**src/design/brlo_pkg.sv**
```systemverilog
// Shared types, constants and register indexes for the Bresenham log-odds ray update block.
`default_nettype none
package brlo_pkg;

  // Default side length of the square cell store.
  localparam int MAX_SIDE_DEFAULT = 256;

  // Configuration register indexes.
  localparam int CFG_INDEX_W = 2;
  localparam logic [CFG_INDEX_W-1:0] CFG_GRID_WIDTH     = 2'd0;
  localparam logic [CFG_INDEX_W-1:0] CFG_GRID_HEIGHT    = 2'd1;
  localparam logic [CFG_INDEX_W-1:0] CFG_FREE_DELTA     = 2'd2;
  localparam logic [CFG_INDEX_W-1:0] CFG_OCCUPIED_DELTA = 2'd3;
  localparam int CFG_DATA_W = 16;

  // Register reset values.
  localparam logic [8:0]  GRID_SIDE_RESET = 9'd256;
  localparam logic [15:0] DELTA_RESET     = 16'd0;

  // Operation codes.
  localparam logic OP_TRACE = 1'b0;
  localparam logic OP_READ  = 1'b1;

  typedef struct packed {
    logic               operation;
    logic signed [15:0] start_x;
    logic signed [15:0] start_y;
    logic signed [15:0] end_x;
    logic signed [15:0] end_y;
    logic               ray_hit;
  } request_t;

  typedef struct packed {
    logic signed [15:0] cell_value;
    logic               cell_in_grid;
    logic [15:0]        cells_visited;
  } result_t;

  // Commands from the controller to the datapath.
  typedef struct packed {
    logic clear_step;
    logic load;
    logic walk;
    logic finish_trace;
    logic read_issue;
    logic finish_read;
  } command_t;

  // Status from the datapath to the controller.
  typedef struct packed {
    logic clear_last;
    logic at_end;
  } status_t;

endpackage
`default_nettype wire

```
**src/design/brlo_ctrl.sv**
```systemverilog
// Controller state machine for the Bresenham log-odds ray update block.
`default_nettype none
module brlo_ctrl (
  input  wire logic               clk,
  input  wire logic               rst,
  input  wire logic               start,
  input  wire logic               operation,
  input  wire brlo_pkg::status_t  status,
  output brlo_pkg::command_t      command,
  output logic                    busy,
  output logic                    done
);

  typedef enum logic [5:0] {
    S_CLEAR    = 6'b000001,
    S_IDLE     = 6'b000010,
    S_WALK     = 6'b000100,
    S_DRAIN    = 6'b001000,
    S_READ_MEM = 6'b010000,
    S_READ_OUT = 6'b100000
  } state_t;

  state_t state;
  state_t state_next;
  logic   done_next;

  always_comb begin
    state_next = state;
    done_next  = 1'b0;
    command    = '0;
    unique case (state)
      S_CLEAR: begin
        command.clear_step = 1'b1;
        if (status.clear_last) begin
          state_next = S_IDLE;
        end
      end
      S_IDLE: begin
        if (start) begin
          command.load = 1'b1;
          state_next = (operation == brlo_pkg::OP_READ) ? S_READ_MEM : S_WALK;
        end
      end
      S_WALK: begin
        command.walk = 1'b1;
        if (status.at_end) begin
          state_next = S_DRAIN;
        end
      end
      S_DRAIN: begin
        command.finish_trace = 1'b1;
        done_next  = 1'b1;
        state_next = S_IDLE;
      end
      S_READ_MEM: begin
        command.read_issue = 1'b1;
        state_next = S_READ_OUT;
      end
      S_READ_OUT: begin
        command.finish_read = 1'b1;
        done_next  = 1'b1;
        state_next = S_IDLE;
      end
      default: begin
        state_next = S_CLEAR;
      end
    endcase
  end

  always_ff @(posedge clk) begin
    if (rst) begin
      state <= S_CLEAR;
      done  <= 1'b0;
    end else begin
      state <= state_next;
      done  <= done_next;
    end
  end

  assign busy = (state != S_IDLE);

  // A result strobe only follows the last cycle of a trace or a read.
  a_done_source: assert property (@(posedge clk) disable iff (rst)
    done |-> ($past(state) == S_DRAIN || $past(state) == S_READ_OUT))
    else $error("result strobe without a finished item");

  // An accepted item always leaves the idle state.
  a_accept_leaves_idle: assert property (@(posedge clk) disable iff (rst)
    (start && !busy) |=> (state == S_WALK || state == S_READ_MEM))
    else $error("accepted item did not start work");

  // The walk continues until the end cell is reached.
  a_walk_holds: assert property (@(posedge clk) disable iff (rst)
    (state == S_WALK && !status.at_end) |=> (state == S_WALK))
    else $error("walk left before the end cell");

endmodule
`default_nettype wire

```
**config.mk**
```make
export PLATFORM = sky130hd
export DESIGN_NAME = brlo_ctrl
export DESIGN_NICKNAME = d
export VERILOG_FILES = /design/src/design/brlo_pkg.sv /design/src/design/brlo_ctrl.sv
export SDC_FILE = /design/constraint.sdc
export NUM_CORES = 1
export LEC_CHECK = 0
export BUFFER_PORTS_ARGS = -buffer_cell sky130_fd_sc_hd__buf_2
export CORE_AREA = 2 2 39 41
export CTS_CLUSTER_DIAMETER = 120
export DETAILED_ROUTE_END_ITERATION = 7
export DIE_AREA = 0 0 41 43
export HOLD_SLACK_MARGIN = 0.1
export SETUP_SLACK_MARGIN = 0.05
export SYNTH_ARGS = -nofsm -noshare
export SYNTH_HDL_FRONTEND = slang
export SYNTH_SLANG_ARGS = --single-unit
```
**constraint.sdc**
```tcl
create_clock -name clk -period 3.5 [get_ports clk]
set_input_delay 0.175 -clock clk [delete_from_list [all_inputs] [get_ports clk]]
set_output_delay 0.175 -clock clk [all_outputs]
set_load 0.03 [all_outputs]
```
## Word level (Yosys, flattened, before mapping)

Index checks and enable logic that the tools add are counted.

- Register bits after elaboration: 7
- Output and inout port bits: 8
- Logic and storage cells: 27

- Eq/ne operators: 10
- Multiplexer cells: 13
- Reduce and logical (&&, ||, !) cells: 2

Operators with widths:

| cell | number |
|---|---|
| 6-bit case mux with 5 select lines | 1 |
| 6-bit two-way mux | 3 |
| 1-bit two-way mux | 8 |
| 6-bit by 1-bit == test with 1-bit output (second input constant) | 1 |
| 6-bit by 2-bit == test with 1-bit output (second input constant) | 1 |
| 6-bit by 3-bit == test with 1-bit output (second input constant) | 1 |
| 6-bit by 4-bit == test with 1-bit output (second input constant) | 1 |
| 6-bit by 5-bit == test with 1-bit output (second input constant) | 1 |
| 6-bit == test (second input constant) | 1 |
| 2-bit inequality test (second input constant) | 3 |
| 6-bit by 2-bit inequality test with 1-bit output (second input constant) | 1 |
| 5-bit two-way mux | 1 |
| 3-bit AND reduction | 1 |
| 2-bit OR reduction | 1 |

## Longest topological paths before layout

- Word-level depth: 3
- Depth in mapped cells: 5
- Depth with buffers taken out: 4

## Worst setup path before layout

Ideal clock, no wire load.

- Path kind: flip-flop to output port
- Start point: register state[3]
- End point: output command[0] (netlist name)
- Data arrival time: 1.376 ns
- Path slack: 1.949 ns
- Cell stages (with the launch flop): 5
- Cells stage by stage: dfxtp_1 > buf_6 > nor2_1 > nand2_1 > nor3b_1

RTL lines:

| element | RTL line | RTL |
|---|---|---|
| start, declared | brlo_ctrl.sv:23 | `state_t state;` |
| start signal, assigned | brlo_ctrl.sv:75 | `state <= state_next;` |
| end, declared | brlo_ctrl.sv:9 | `output brlo_pkg::command_t command,` |

==> metrics.txt <==
largest net degree at the start of global routing=10; final worst path period share=0.463; Rows=14; final worst slack=1.88 ns; Hold Crit Depth=2; Critical-path top delay cell=dfxtp_1; family with the most delay on the worst path=simple AND/OR/NAND/NOR gates; Die H=43 um; Mapped Area=413 um^2; Tot GR Track Use=0.127; Reg clk slew, reported paths=0.05 ns; Initial DRC Count=15; global-route wire length before repair=roughly 1500 um; Ys Warns=0; Peak supply drop=~0.00018 V; Pwr per Cell Area=between 300 and 400 mW/mm^2; number of port buffers=13; Final Wtd Congestion=between 0.7 and 0.8; Clock Tree Root=clkbuf_4; reg2reg path depth=4; Hold Buf Count CTS=0; postcts setup bufs=0; Syn Inst Count=49; via/cell ratio=approximately 4.8; vias in the first global route=about 360; Levels on crit path=4; max_cap viols=0; Final nets=a little over 70; number of I/O pins=14; post-synthesis register bit count=7; worst-path maximum fanout=9; number of remaining DRC errors=0; hpwl dp=674 um; die width=between 40 and 50 um; Routed Antenna Nets=0; FF-to-FF Start=state[3]; CP Cell Sequence=nor4b_4, nand3_1, inv_1, buf_2; skew final=around 0.0019 ns; First-pass DRT Iterations=5; layout cell share with drive strength beyond 1=0.297; n_diodes=0; Core ar.=~0.0014 mm^2; critical path class=register to output pin; routed len/inst=approximately 11 um; TritonCTS clock tree=done; status=finished clean; area grow syn2layout=23.0%; setup TNS=0 ns; clk sinks=7; CP endpoint kind=output pin; worst slack at placement=2.16 ns; Final setup viols=0; Post-Syn Nets=55; initial antenna violation count=0; Min-Delay Path Class=primary input to register; clk_lat worst skew=0.24 ns; Avg Synthesized Cell Area=around 8.4 um^2; startpoint type of the worst setup path=register; clock period minus worst slack=about 1.6 ns; CP bufs+invs=2; RSZ-0062 raised after global routing=false; via count=approximately 380; final WL=849 um; clock tree buffer depth=2; Worst Path Arrival=approximately 1.5 ns; CTS Buf Count=3; Critical Path RT=between 3 and 4 ns; Leak=~0.27 nW; Netlist cell types=25; Rel. slew slack=0.743; die area=~0.0018 mm^2; endpoints failing hold=0; Slew Limit Fails=0; sequential-to-total area share from yosys stat=0.339; max incr delay on CP=0.42 ns; Highest Clock Rate=roughly 620 MHz; Worst-Margin Slew=around 0.39 ns; Initial Utilization=0.298; crit path from=state[3]; post-cts resize count=0; H-tree Lvls=1; hold path startpoint=rst; gr ovfl total=0
-- cells by family after synthesis --
kind of cell / Yosys count / synth area share
compound gates: 10 / 0.167
xor+xnor: 3 / 0.0636
buf+inv: 6 / 0.0757
flops: 7 / 0.339
simple gates: 23 / 0.355
-- cell usage after synthesis --
| master | count | area [um^2] |
|---|---|---|
| a221oi_1 | 1 | 8.76 |
| a2bb2oi_1 | 1 | 8.76 |
| a31oi_1 | 1 | 6.26 |
| and3_1 | 3 | 18.8 |
| and4b_1 | 1 | 10.0 |
| buf_2 | 1 | 5.00 |
| buf_6 | 1 | 11.3 |
| dfxtp_1 | 7 | 140 |
| inv_1 | 4 | 15.0 |
| nand2_1 | 4 | 15.0 |
| nand3_1 | 2 | 10.0 |
| nand3b_1 | 1 | 7.51 |
| nor2_1 | 5 | 18.8 |
| nor2_2 | 1 | 6.26 |
| nor2b_1 | 1 | 6.26 |
| nor3_1 | 2 | 10.0 |
| nor3b_1 | 1 | 7.51 |
| nor4_2 | 1 | 12.5 |
| nor4b_4 | 1 | 23.8 |
| o211a_1 | 1 | 10.0 |
| o211ai_1 | 1 | 7.51 |
| o21a_1 | 1 | 7.51 |
| o21ai_0 | 2 | 10.0 |
| o21ai_1 | 2 | 10.0 |
| xor2_1 | 3 | 26.3 |
-- power by group --
group | internal, mW | switching, mW
combinational | 0.0166 | 0.0221
sequential | 0.0826 | 0.00521
clock | 0.0434 | 0.0280
-- worst reg2reg max path, delay by kind of cell, from the launching register on --
kind             cells  cell delay, ns
AO/OA/AOI/OAI        1            0.21
AND/OR/NAND/NOR      3            0.53
flip-flops           1            0.42
-- flip-flops by register name (all words and copies together) (netlist names) --
register and flops:
done 1, state 6
-- stage by stage --
step | utilization | power [mW] | std cells | hold WS [ns] | instance area, um^2
after floorplan | - | 0.118 | 49 | 0.247 | 413
after global placement | 0.348 | 0.128 | 76 | 0.383 | 482
after detailed placement | 0.348 | 0.128 | 76 | 0.385 | 482
after CTS | 0.367 | 0.201 | 80 | 0.122 | 508
after global routing | 0.367 | 0.214 | 80 | 0.120 | 508
final | 0.367 | 0.198 | 80 | 0.128 | 508
-- layout by cell type, fill, tap and decap left out, types with 2 or more instances in the layout --
cell type / n
o21ai_0: 2
nor3_1: 2
nand3_1: 2
nor2_1: 5
o21ai_1: 2
and3_1: 3
xor2_1: 3
nand2_1: 4
inv_1: 4
buf_2: 13
clkbuf_4: 3
dfxtp_1: 7
-- final timing paths --
path / to / slack, ns
hold / removal: done / 0.13
hold reg to reg: state[0] / 0.62
setup / recovery: command[4] / 1.88
setup reg to reg: state[1] / 2.24
-- routing by layer --
metal | track usage | share of wire | vias to the layer above
met1 | 0.162 | 0.50 | 171
met3 | 0.0314 | 0.035 | 0
met5 | 0 | 0 | -
met4 | 0.0800 | 0 | 0
li1 | - | - | 202
met2 | 0.181 | 0.46 | 11
-- final cells by class --
cell class	instances	area, um^2
inverters	4	15.0
fillers	149	876
well taps	16	20.0
flip-flops and latches	7	140
multi-input cells	36	241
repair buffers	13	65.1
clock buffers	4	26.3
No activity file was read; power rests on OpenSTA's default activity.
